`src/rtl/core/nap_pkg.sv`:
```
// Shared types and constants for the node address pool with liveness table.
// Used by node_address_pool_liveness_table; depends on nothing else.
package nap_pkg;

  localparam int POOL_ENTRIES   = 255;
  localparam int FIRST_TERMINAL = 11;

  // Index width of the table and the end of the gateway range.
  localparam int ADDR_W  = $clog2(POOL_ENTRIES);
  localparam int GW_END  = (FIRST_TERMINAL < POOL_ENTRIES) ? FIRST_TERMINAL : POOL_ENTRIES;
  localparam bit TERM_EMPTY = (FIRST_TERMINAL >= POOL_ENTRIES);

  localparam logic [1:0] LIVE_MAX = 2'd3;

  localparam logic [2:0] CMD_MARK       = 3'd0;
  localparam logic [2:0] CMD_DEMARK     = 3'd1;
  localparam logic [2:0] CMD_BEST_GW    = 3'd2;
  localparam logic [2:0] CMD_ALLOC_GW   = 3'd3;
  localparam logic [2:0] CMD_ALLOC_TERM = 3'd4;

  typedef struct packed {
    logic       in_use;
    logic [1:0] live;
  } entry_t;

endpackage

```
`src/rtl/core/node_address_pool_liveness_table.sv`:
```
// Node address pool: one table memory of in-use flags and liveness counts.
// Mark and demark read the entry, write it back in ST_UPDATE and present the result from ST_DONE;
// select best gateway scans the whole gateway range; allocations stop at the first free entry
// or the end of their range. The single read port of the table is scanned one entry per cycle.
// One item is in work at a time; the next item is accepted only after ST_DONE hands off its result.
// After reset a clearing sweep writes all 255 entries, one a cycle, with s_tready low.
module node_address_pool_liveness_table (
  input  logic        clk,
  input  logic        rst,
  input  logic        s_tvalid,
  output logic        s_tready,
  input  logic [15:0] s_tdata,   // [2:0] command, [10:3] node_addr, [15:11] zero
  output logic        m_tvalid,
  input  logic        m_tready,
  output logic [7:0]  m_tdata    // [7:0] result_addr
);

  localparam int AW = nap_pkg::ADDR_W;
  localparam logic [AW-1:0] LAST_ENTRY = AW'(nap_pkg::POOL_ENTRIES - 1);

  localparam logic [2:0] ST_CLEAR  = 3'd0;
  localparam logic [2:0] ST_IDLE   = 3'd1;
  localparam logic [2:0] ST_UPDATE = 3'd2;
  localparam logic [2:0] ST_SCAN   = 3'd3;
  localparam logic [2:0] ST_DONE   = 3'd4;

  nap_pkg::entry_t mem [nap_pkg::POOL_ENTRIES];

  logic [2:0]      state, state_next;
  logic [2:0]      cmd_q;
  logic [AW-1:0]   scan_idx, scan_last;
  logic            iss_on;
  logic [1:0]      best_cnt;
  logic [AW-1:0]   res;
  logic            rd_vld;
  logic [AW-1:0]   rd_idx;
  nap_pkg::entry_t rd_data;

  logic            mem_re, mem_we;
  logic [AW-1:0]   mem_raddr, mem_waddr;
  nap_pkg::entry_t mem_wdata, upd;

  logic [2:0]      in_cmd;
  logic [7:0]      in_addr;
  logic            in_acc, addr_ok, out_free, scan_hit, scan_end;

  assign in_cmd   = s_tdata[2:0];
  assign in_addr  = s_tdata[10:3];
  assign s_tready = (state == ST_IDLE);
  assign in_acc   = s_tvalid && s_tready;
  assign addr_ok  = (in_addr < 8'(nap_pkg::POOL_ENTRIES));
  assign out_free = !m_tvalid || m_tready;

  // A scan entry counts as a hit when it is free (allocations only).
  assign scan_hit = rd_vld && (cmd_q != nap_pkg::CMD_BEST_GW) && !rd_data.in_use;
  assign scan_end = rd_vld && (scan_hit || rd_idx == scan_last);

  always_comb begin
    upd = rd_data;
    if (cmd_q == nap_pkg::CMD_MARK) begin
      upd.in_use = 1'b1;
      if (rd_data.live != nap_pkg::LIVE_MAX) upd.live = rd_data.live + 2'd1;
    end else if (rd_data.live != 2'd0) begin
      upd.live = rd_data.live - 2'd1;
    end
  end

  always_comb begin
    mem_re    = 1'b0;
    mem_raddr = scan_idx;
    mem_we    = 1'b0;
    mem_waddr = rd_idx;
    mem_wdata = upd;
    if (state == ST_CLEAR) begin
      mem_we    = 1'b1;
      mem_waddr = scan_idx;
      mem_wdata = '0;
    end else if (state == ST_IDLE) begin
      mem_re    = in_acc && addr_ok &&
                  (in_cmd == nap_pkg::CMD_MARK || in_cmd == nap_pkg::CMD_DEMARK);
      mem_raddr = in_addr[AW-1:0];
    end else if (state == ST_UPDATE) begin
      mem_we = 1'b1;
    end else if (state == ST_SCAN) begin
      mem_re = iss_on;
      // Allocating a gateway claims the found entry, keeping its count.
      if (scan_hit && cmd_q == nap_pkg::CMD_ALLOC_GW) begin
        mem_we    = 1'b1;
        mem_wdata = '{in_use: 1'b1, live: rd_data.live};
      end
    end
  end

  always_ff @(posedge clk) begin
    if (mem_we) mem[mem_waddr] <= mem_wdata;
    if (mem_re) begin
      rd_data <= mem[mem_raddr];
      rd_idx  <= mem_raddr;
    end
  end

  always_comb begin
    state_next = state;
    unique case (state)
      ST_CLEAR:  if (scan_idx == LAST_ENTRY) state_next = ST_IDLE;
      ST_IDLE: begin
        if (in_acc) begin
          unique case (in_cmd)
            nap_pkg::CMD_MARK, nap_pkg::CMD_DEMARK:
              state_next = addr_ok ? ST_UPDATE : ST_DONE;
            nap_pkg::CMD_BEST_GW, nap_pkg::CMD_ALLOC_GW: state_next = ST_SCAN;
            nap_pkg::CMD_ALLOC_TERM:
              state_next = nap_pkg::TERM_EMPTY ? ST_DONE : ST_SCAN;
            default:   state_next = ST_DONE;
          endcase
        end
      end
      ST_UPDATE: state_next = ST_DONE;
      ST_SCAN:   if (scan_end) state_next = ST_DONE;
      ST_DONE:   if (out_free) state_next = ST_IDLE;
      default:   state_next = ST_IDLE;
    endcase
  end

  always_ff @(posedge clk) begin
    if (rst) begin
      state    <= ST_CLEAR;
      scan_idx <= '0;
      iss_on   <= 1'b0;
      rd_vld   <= 1'b0;
      m_tvalid <= 1'b0;
    end else begin
      state  <= state_next;
      rd_vld <= mem_re;
      if (state == ST_DONE && out_free) begin
        m_tvalid <= 1'b1;
      end else if (m_tready) begin
        m_tvalid <= 1'b0;
      end
      unique case (state)
        ST_CLEAR: scan_idx <= scan_idx + 1'b1;
        ST_IDLE: begin
          iss_on <= in_acc;
          if (in_acc) begin
            unique case (in_cmd)
              nap_pkg::CMD_BEST_GW: begin
                scan_idx  <= '0;
                scan_last <= AW'(nap_pkg::GW_END - 1);
              end
              nap_pkg::CMD_ALLOC_GW: begin
                scan_idx  <= AW'(1);
                scan_last <= AW'(nap_pkg::GW_END - 1);
              end
              default: begin
                scan_idx  <= AW'(nap_pkg::FIRST_TERMINAL);
                scan_last <= LAST_ENTRY;
              end
            endcase
          end
        end
        ST_SCAN: begin
          if (iss_on) begin
            scan_idx <= scan_idx + 1'b1;
            if (scan_idx == scan_last) iss_on <= 1'b0;
          end
        end
        default: ;
      endcase
    end
  end

  // Result and best-count tracking; payload only.
  always_ff @(posedge clk) begin
    if (state == ST_IDLE) begin
      res      <= '0;
      best_cnt <= '0;
    end else if (state == ST_SCAN && rd_vld) begin
      if (cmd_q == nap_pkg::CMD_BEST_GW) begin
        if (rd_data.live > best_cnt) begin
          best_cnt <= rd_data.live;
          res      <= rd_idx;
        end
      end else if (scan_hit) begin
        res <= rd_idx;
      end
    end
    if (in_acc) cmd_q <= in_cmd;
    if (state == ST_DONE && out_free) m_tdata <= 8'(res);
  end

  a_scan_write_only_alloc_gw: assert property (@(posedge clk) disable iff (rst)
    (state == ST_SCAN && mem_we) |-> cmd_q == nap_pkg::CMD_ALLOC_GW)
    else $error("table written during a scan that does not allocate a gateway");

  a_scan_in_range: assert property (@(posedge clk) disable iff (rst)
    (state == ST_SCAN && rd_vld) |-> rd_idx <= scan_last)
    else $error("scan read beyond its range");

  a_done_delivers: assert property (@(posedge clk) disable iff (rst)
    (state == ST_DONE && out_free) |=> m_tvalid)
    else $error("finished item not presented on the output");

  a_term_range: assert property (@(posedge clk) disable iff (rst)
    (state == ST_DONE && cmd_q == nap_pkg::CMD_ALLOC_TERM && res != '0)
      |-> res >= AW'(nap_pkg::FIRST_TERMINAL))
    else $error("terminal allocation returned a gateway address");

endmodule

```
`config.mk`:
```
export PLATFORM = sky130hd
export DESIGN_NAME = node_address_pool_liveness_table
export DESIGN_NICKNAME = d
export VERILOG_FILES = /design/src/rtl/core/nap_pkg.sv /design/src/rtl/core/node_address_pool_liveness_table.sv
export SDC_FILE = /design/constraint.sdc
export NUM_CORES = 1
export LEC_CHECK = 0
export BUFFER_PORTS_ARGS = -buffer_cell sky130_fd_sc_hd__buf_2
export CAP_MARGIN = 20
export CELL_PAD_IN_SITES_DETAIL_PLACEMENT = 1
export CELL_PAD_IN_SITES_GLOBAL_PLACEMENT = 1
export CORE_UTILIZATION = 40
export DETAILED_ROUTE_END_ITERATION = 10
export PLACE_DENSITY_LB_ADDON = 0.25
export SYNTH_ARGS = -nofsm -noshare
export SYNTH_HDL_FRONTEND = slang
export SYNTH_SLANG_ARGS = --single-unit
```
`constraint.sdc`:
```
create_clock -name clk -period 31.1 [get_ports clk]
set_input_delay 3.11 -clock clk [delete_from_list [all_inputs] [get_ports clk]]
set_output_delay 3.11 -clock clk [all_outputs]
set_load 0.01 [all_outputs]
```
# == Yosys cells after proc, flatten, opt, wreduce, memory -nomap -nowiden ==
# Memories as Yosys holds them, arrays and structs flattened. A register that Yosys moved wholly into a read port is not among the register bits.
# Cells that the tools add are included.
# Widths: inputs -> output; s select.
# totals
ff_bits,51
mem_bits_rw,765
input_bits,20
out_inout_bits,10
word_cells,112
memories,1
# memory_table
memory,depth,word_bits,read_ports,rd_clocked_by_memory_dff,write_ports,line_no,source
mem,255,3,1,1,1,node_address_pool_liveness_table.sv:27,nap_pkg::entry_t mem [nap_pkg::POOL_ENTRIES];
# op_classes
addsub,3
n_lt_le_gt_ge,2
n_eq_ne,21
mux,43
n_bitwise,1
n_reduce_logical,30
# op_table
op,n
$mux 8,9
$mux 3,10
$pmux 8 s3,1
$eq 3x2->1 const B,6
$eq 8x8->1,2
$mux 1,16
$pmux 3 s5,1
$reduce_and 3->1,4
$logic_and 1x1->1,9
$logic_not 3->1,3
$add 8x1->8 const B,1
$eq 8x8->1 const B,1
$lt 8x8->1 const B,1
$ne 2x2->1 const B,4
$pmux 4 s2,1
$reduce_bool 2->1,4
$eq 3x1->1 const B,2
$eq 3x3->1 const B,2
$mux 2,3
$ne 2x1->1 const B,3
$pmux 3 s2,1
$reduce_and 4->1,1
$reduce_or 2->1,2
$logic_or 1x1->1,3
other kinds (9),10

# == Longest topological paths before layout ==
# depth
depth_word,11
mapped_depth,14
depth_no_buf,10

# == Least setup slack after synthesis ==
# OpenSTA, ideal clock, no wires.
# synth_timing
path_type,register to register
startpoint,reg state[0]
endpoint,"mem mem[0][1] (netlist name), data pin"
setup_ns,2.179
arrival_ns,11.141
required_time_ns,28.921
path_slack_ns,17.780
stages_incl_launch_ff,7
synth_period_minus_slack_ns,13.320
cell_sequence,dfxtp_1 > buf_2 > nor2b_1 > nand2_1 > nor3_1 > nand3b_1 > o21ai_0
# synth_rtl
element,line_no,source
"start, declared",node_address_pool_liveness_table.sv:29,"logic [2:0] state, state_next;"
"start signal, assigned",node_address_pool_liveness_table.sv:133,state <= state_next;
"end, declared",node_address_pool_liveness_table.sv:27,

# == Final worst setup path ==
# layout_timing
startpoint,in s_tdata[3]
endpoint,"reg, netlist name rd_data[1]"
# layout_between
elab_chain_len,5
elab_cells_between_ends,7
cone_classes,order compare (1); mux (4); reduce/logical (2)
# layout_lines
element,line_no,source
"start, declared",node_address_pool_liveness_table.sv:12,"input logic [15:0] s_tdata,"
$lt 8x8->1,node_address_pool_liveness_table.sv:51,assign addr_ok = (in_addr < 8'(nap_pkg::POOL_ENTRIES));
$logic_and 1x1->1 (2 in series),node_address_pool_liveness_table.sv:79,mem_re = in_acc && addr_ok &&
$mux 1,node_address_pool_liveness_table.sv:78,end else if (state == ST_IDLE) begin
$mux 1,node_address_pool_liveness_table.sv:74,if (state == ST_CLEAR) begin
# Several ways; a longest one is shown, not always the timed one.
# A chain may end at the register's enable or synchronous reset.

==> reports/qor.yml <==
synthesis.area_sq_um: 33400
setup-tns-final_ns: 0
ctsResizeCount: 0
ys_seq_elements: 812
crit_path_start_kind: "input port"
htree_levels: 3
finClkSkew_ns: 0.0223
clock-sinks: 812
slowest_stage: "buf_4"
hpwl_um: 56900
synth_edf_count: 788
intPower_mw: 1.86
comb_power_share_pct: 5.2
worst_skew_pair.late_latency_ns: 0.65
ctsHoldBuffers: 0
p_per_area_nw_per_um2: 63.5
fmax_ghz: 0.138
whs_ns: 0.444
final_nets: 2748
core_sq_um: 82400
drive_gt1_share_pct: 7.98
period_minus_slack_ns: 7.26
netlist_instances: 2747
die_area_sq_um: 84600
ys.flop_type: "edfxtp_1"
cap_viol_max_count: 0
path_cells: "buf_2, mux2i_4, buf_4, inv_6, buf_4, buf_4, buf_4, nand2_1, a31oi_1, nand4_1, a22oi_1, a211oi_1, nor4_1"
viasPerCell: 5.72
power_frac_clock_pct: 45.0
cts_setup_buffers: 0
cts_buffers: 86
slew_viol_final: 0
ctsLongestPathBuffers: 3
dieHeight_um: 291
sequentialPowerShare_pct: 49.8
vdd_drop_max_mv: 0.0399
cts_tree: "yes"
syn_to_final_growth_pct: 12.3
vias: 22100
outcome: "finished clean"
drtPass1Iterations: 5
yosysWarnings: 0
fin_crit_sh_pct: 23.3
grt-ovfl-total: 0
grt_max_degree: 165
cp.required_ns: 31.52
finalSetupViolCount: 0
cts_root_buffer: "clkbuf_16"
ys_seq_area_share_pct: 72.3
drtIter0Drc: 1885
async_flop_share_pct: 0
grt_pass1_wl_um: 146000
io_pins: 30
worst_path_most_repeated_cell: "buf_4"
worst_pin_slew_ns: 1.18
timing.final.ws_setup_ns: 23.85
place.gp.congestion: 0.846
antenna_left: 0
hold_viol: 0
avgSynthCellArea_sq_um: 12.2
route.detailed.drc: 0
slowest_delay_ns: 0.74
clk_transition_reported_paths_ns: 0.06
relSlewSlack_pct: 21.5
cp.arrival_ns: 7.67
crit_fanout: 75
ys_types: 53
rsz0062_at_grt: "false"
drt-wirelength-per-cell_um: 25.6
track_usage_pct: 23.3
row_count: 105
syn-num-nets: 2771
grt_pass1_vias: 22900
n_antenna_cell: 0
switching_power_mw: 0.517
port_buffers: 24
worstSetupEndpointType: "register"
switching_share_pct: 21.7
p_leak_nw: 11.9
fin_cells: 3863
antenna_found_initial: 2
dp.cells: 3706
start_util_pct: 40.5
worstHoldPathType: "register to register"
pre_cts_ws_ns: 23.29
chipWidth_um: 291
power.total_mw: 2.38
critical_path_class: "input port to register"
routed_wl_um: 98700
## registers in the layout (all words and copies together), names as in the netlist
register   count
rd_vld         1
state          3
scan_idx       8
rd_data        3
best_cnt       2
cmd_q          3
scan_last      1
iss_on         1
m_tvalid       1
res            8
mem          765
m_tdata        8
rd_idx         8
## metrics by stage
step	instance area (sq um)	util (%)
after floorplan	33400	-
after global placement	34500	41.9
after detailed placement	34500	41.9
after CTS	37500	45.5
after global routing	37500	45.5
final	37500	45.5
## area by class of cell
type	instances	area (sq um)
Multi-Input combinational cell	1746	8550
Fill cell	8484	44900
Inverter	15	66.3
Timing Repair Buffer	63	438
Clock buffer	106	2330
Clock inverter	51	611
Tap cell	1070	1340
Sequential cell	812	24100
## worst paths after layout
check	from	end	slack (ns)	depth (start not counted)
worst max-delay path	s_tdata[3]	rd_data[1]$_DFFE_PP_	23.85	13
worst min-delay path	res[0]$_SDFFE_PN0P_	m_tdata[0]$_DFFE_PP_	0.44	0
worst max register to register	state[0]$_SDFFE_PP0P_	rd_data[1]$_DFFE_PP_	24.55	14
worst min register to register	res[0]$_SDFFE_PN0P_	m_tdata[0]$_DFFE_PP_	0.44	0
## synthesized netlist by cell type (all sizes together), types with 2 or more instances
master   instances  share of area [%]
inv             14               0.16
nand3          315                4.7
nor2           295                3.3
o311ai           4               0.10
nand2b           5              0.094
nand3b          17               0.38
o2111ai          2              0.052
or3              6               0.11
a32oi           11               0.29
nor3            17               0.25
buf             65                1.1
a211oi           4              0.090
xor2             2              0.052
edfxtp         788                 71
o21ai           18               0.27
nor2b            6               0.11
nand2          730                8.2
ha               4               0.15
a21oi           35               0.52
clkbuf         109                1.2
o31ai            3              0.067
and3             4              0.075
o221ai          19               0.50
dfxtp           24                1.4
nor4            12               0.26
nand4           58                1.1
o22ai            3              0.056
a311oi           3              0.079
mux2i           75                2.3
xnor2            2              0.052
a221oi           8               0.25
a31oi           77                1.4
## cell usage in the layout (no fill, tap or decap), drive strengths merged, types with 14 or more instances in the layout
cell type	instances
edfxtp	788
nand2	730
nand3	315
nor2	295
clkbuf	106
a31oi	77
mux2i	75
buf	63
nand4	58
clkinv	36
a21oi	35
dfxtp	24
o221ai	19
o21ai	18
nand3b	17
nor3	17
inv	15
bufinv	14
## metal layers
layer / vias up / track usage [%] / wire [um]
li1: 9928 / - / -
met1: 11300 / 31.1 / 42500
met2: 669 / 37.9 / 46300
met3: 168 / 3.89 / 6090
met4: 0 / 9.55 / 3820
met5: - / 0 / 0
## power groups by stage
stage	combinational, mW	clock [mW]	sequential [mW]
4_1_cts	0.125	1.09	1.18
3_5_place_dp	0.124	0	1.21
3_3_place_gp	0.119	0	1.21
2_1_floorplan	0.0829	0	1.21
5_1_grt	0.135	1.12	1.18
6_report	0.124	1.07	1.18
## critical path, delay by kind of cell
| kind | cells | cell delay (ns) |
|---|---|---|
| buffers and inverters | 6 | 2.84 |
| AOI/OAI and AO/OA | 3 | 0.75 |
| and+or+nand+nor | 3 | 0.65 |
| muxes | 1 | 0.07 |
## cells by family (layout without fill, tap and decap cells)
kind of cell | Yosys count | count (layout) | synth area share (%)
adders and majority gates | 5 | 5 | 0.180
DFF | 812 | 812 | 72.3
buffers and inverters | 189 | 235 | 2.48
AOI/OAI and AO/OA | 194 | 194 | 3.90
and+or+nand+nor | 1467 | 1467 | 18.7
muxes | 76 | 76 | 2.34
xor gates and xnor gates | 4 | 4 | 0.105
(Power assumes the default switching activity.)
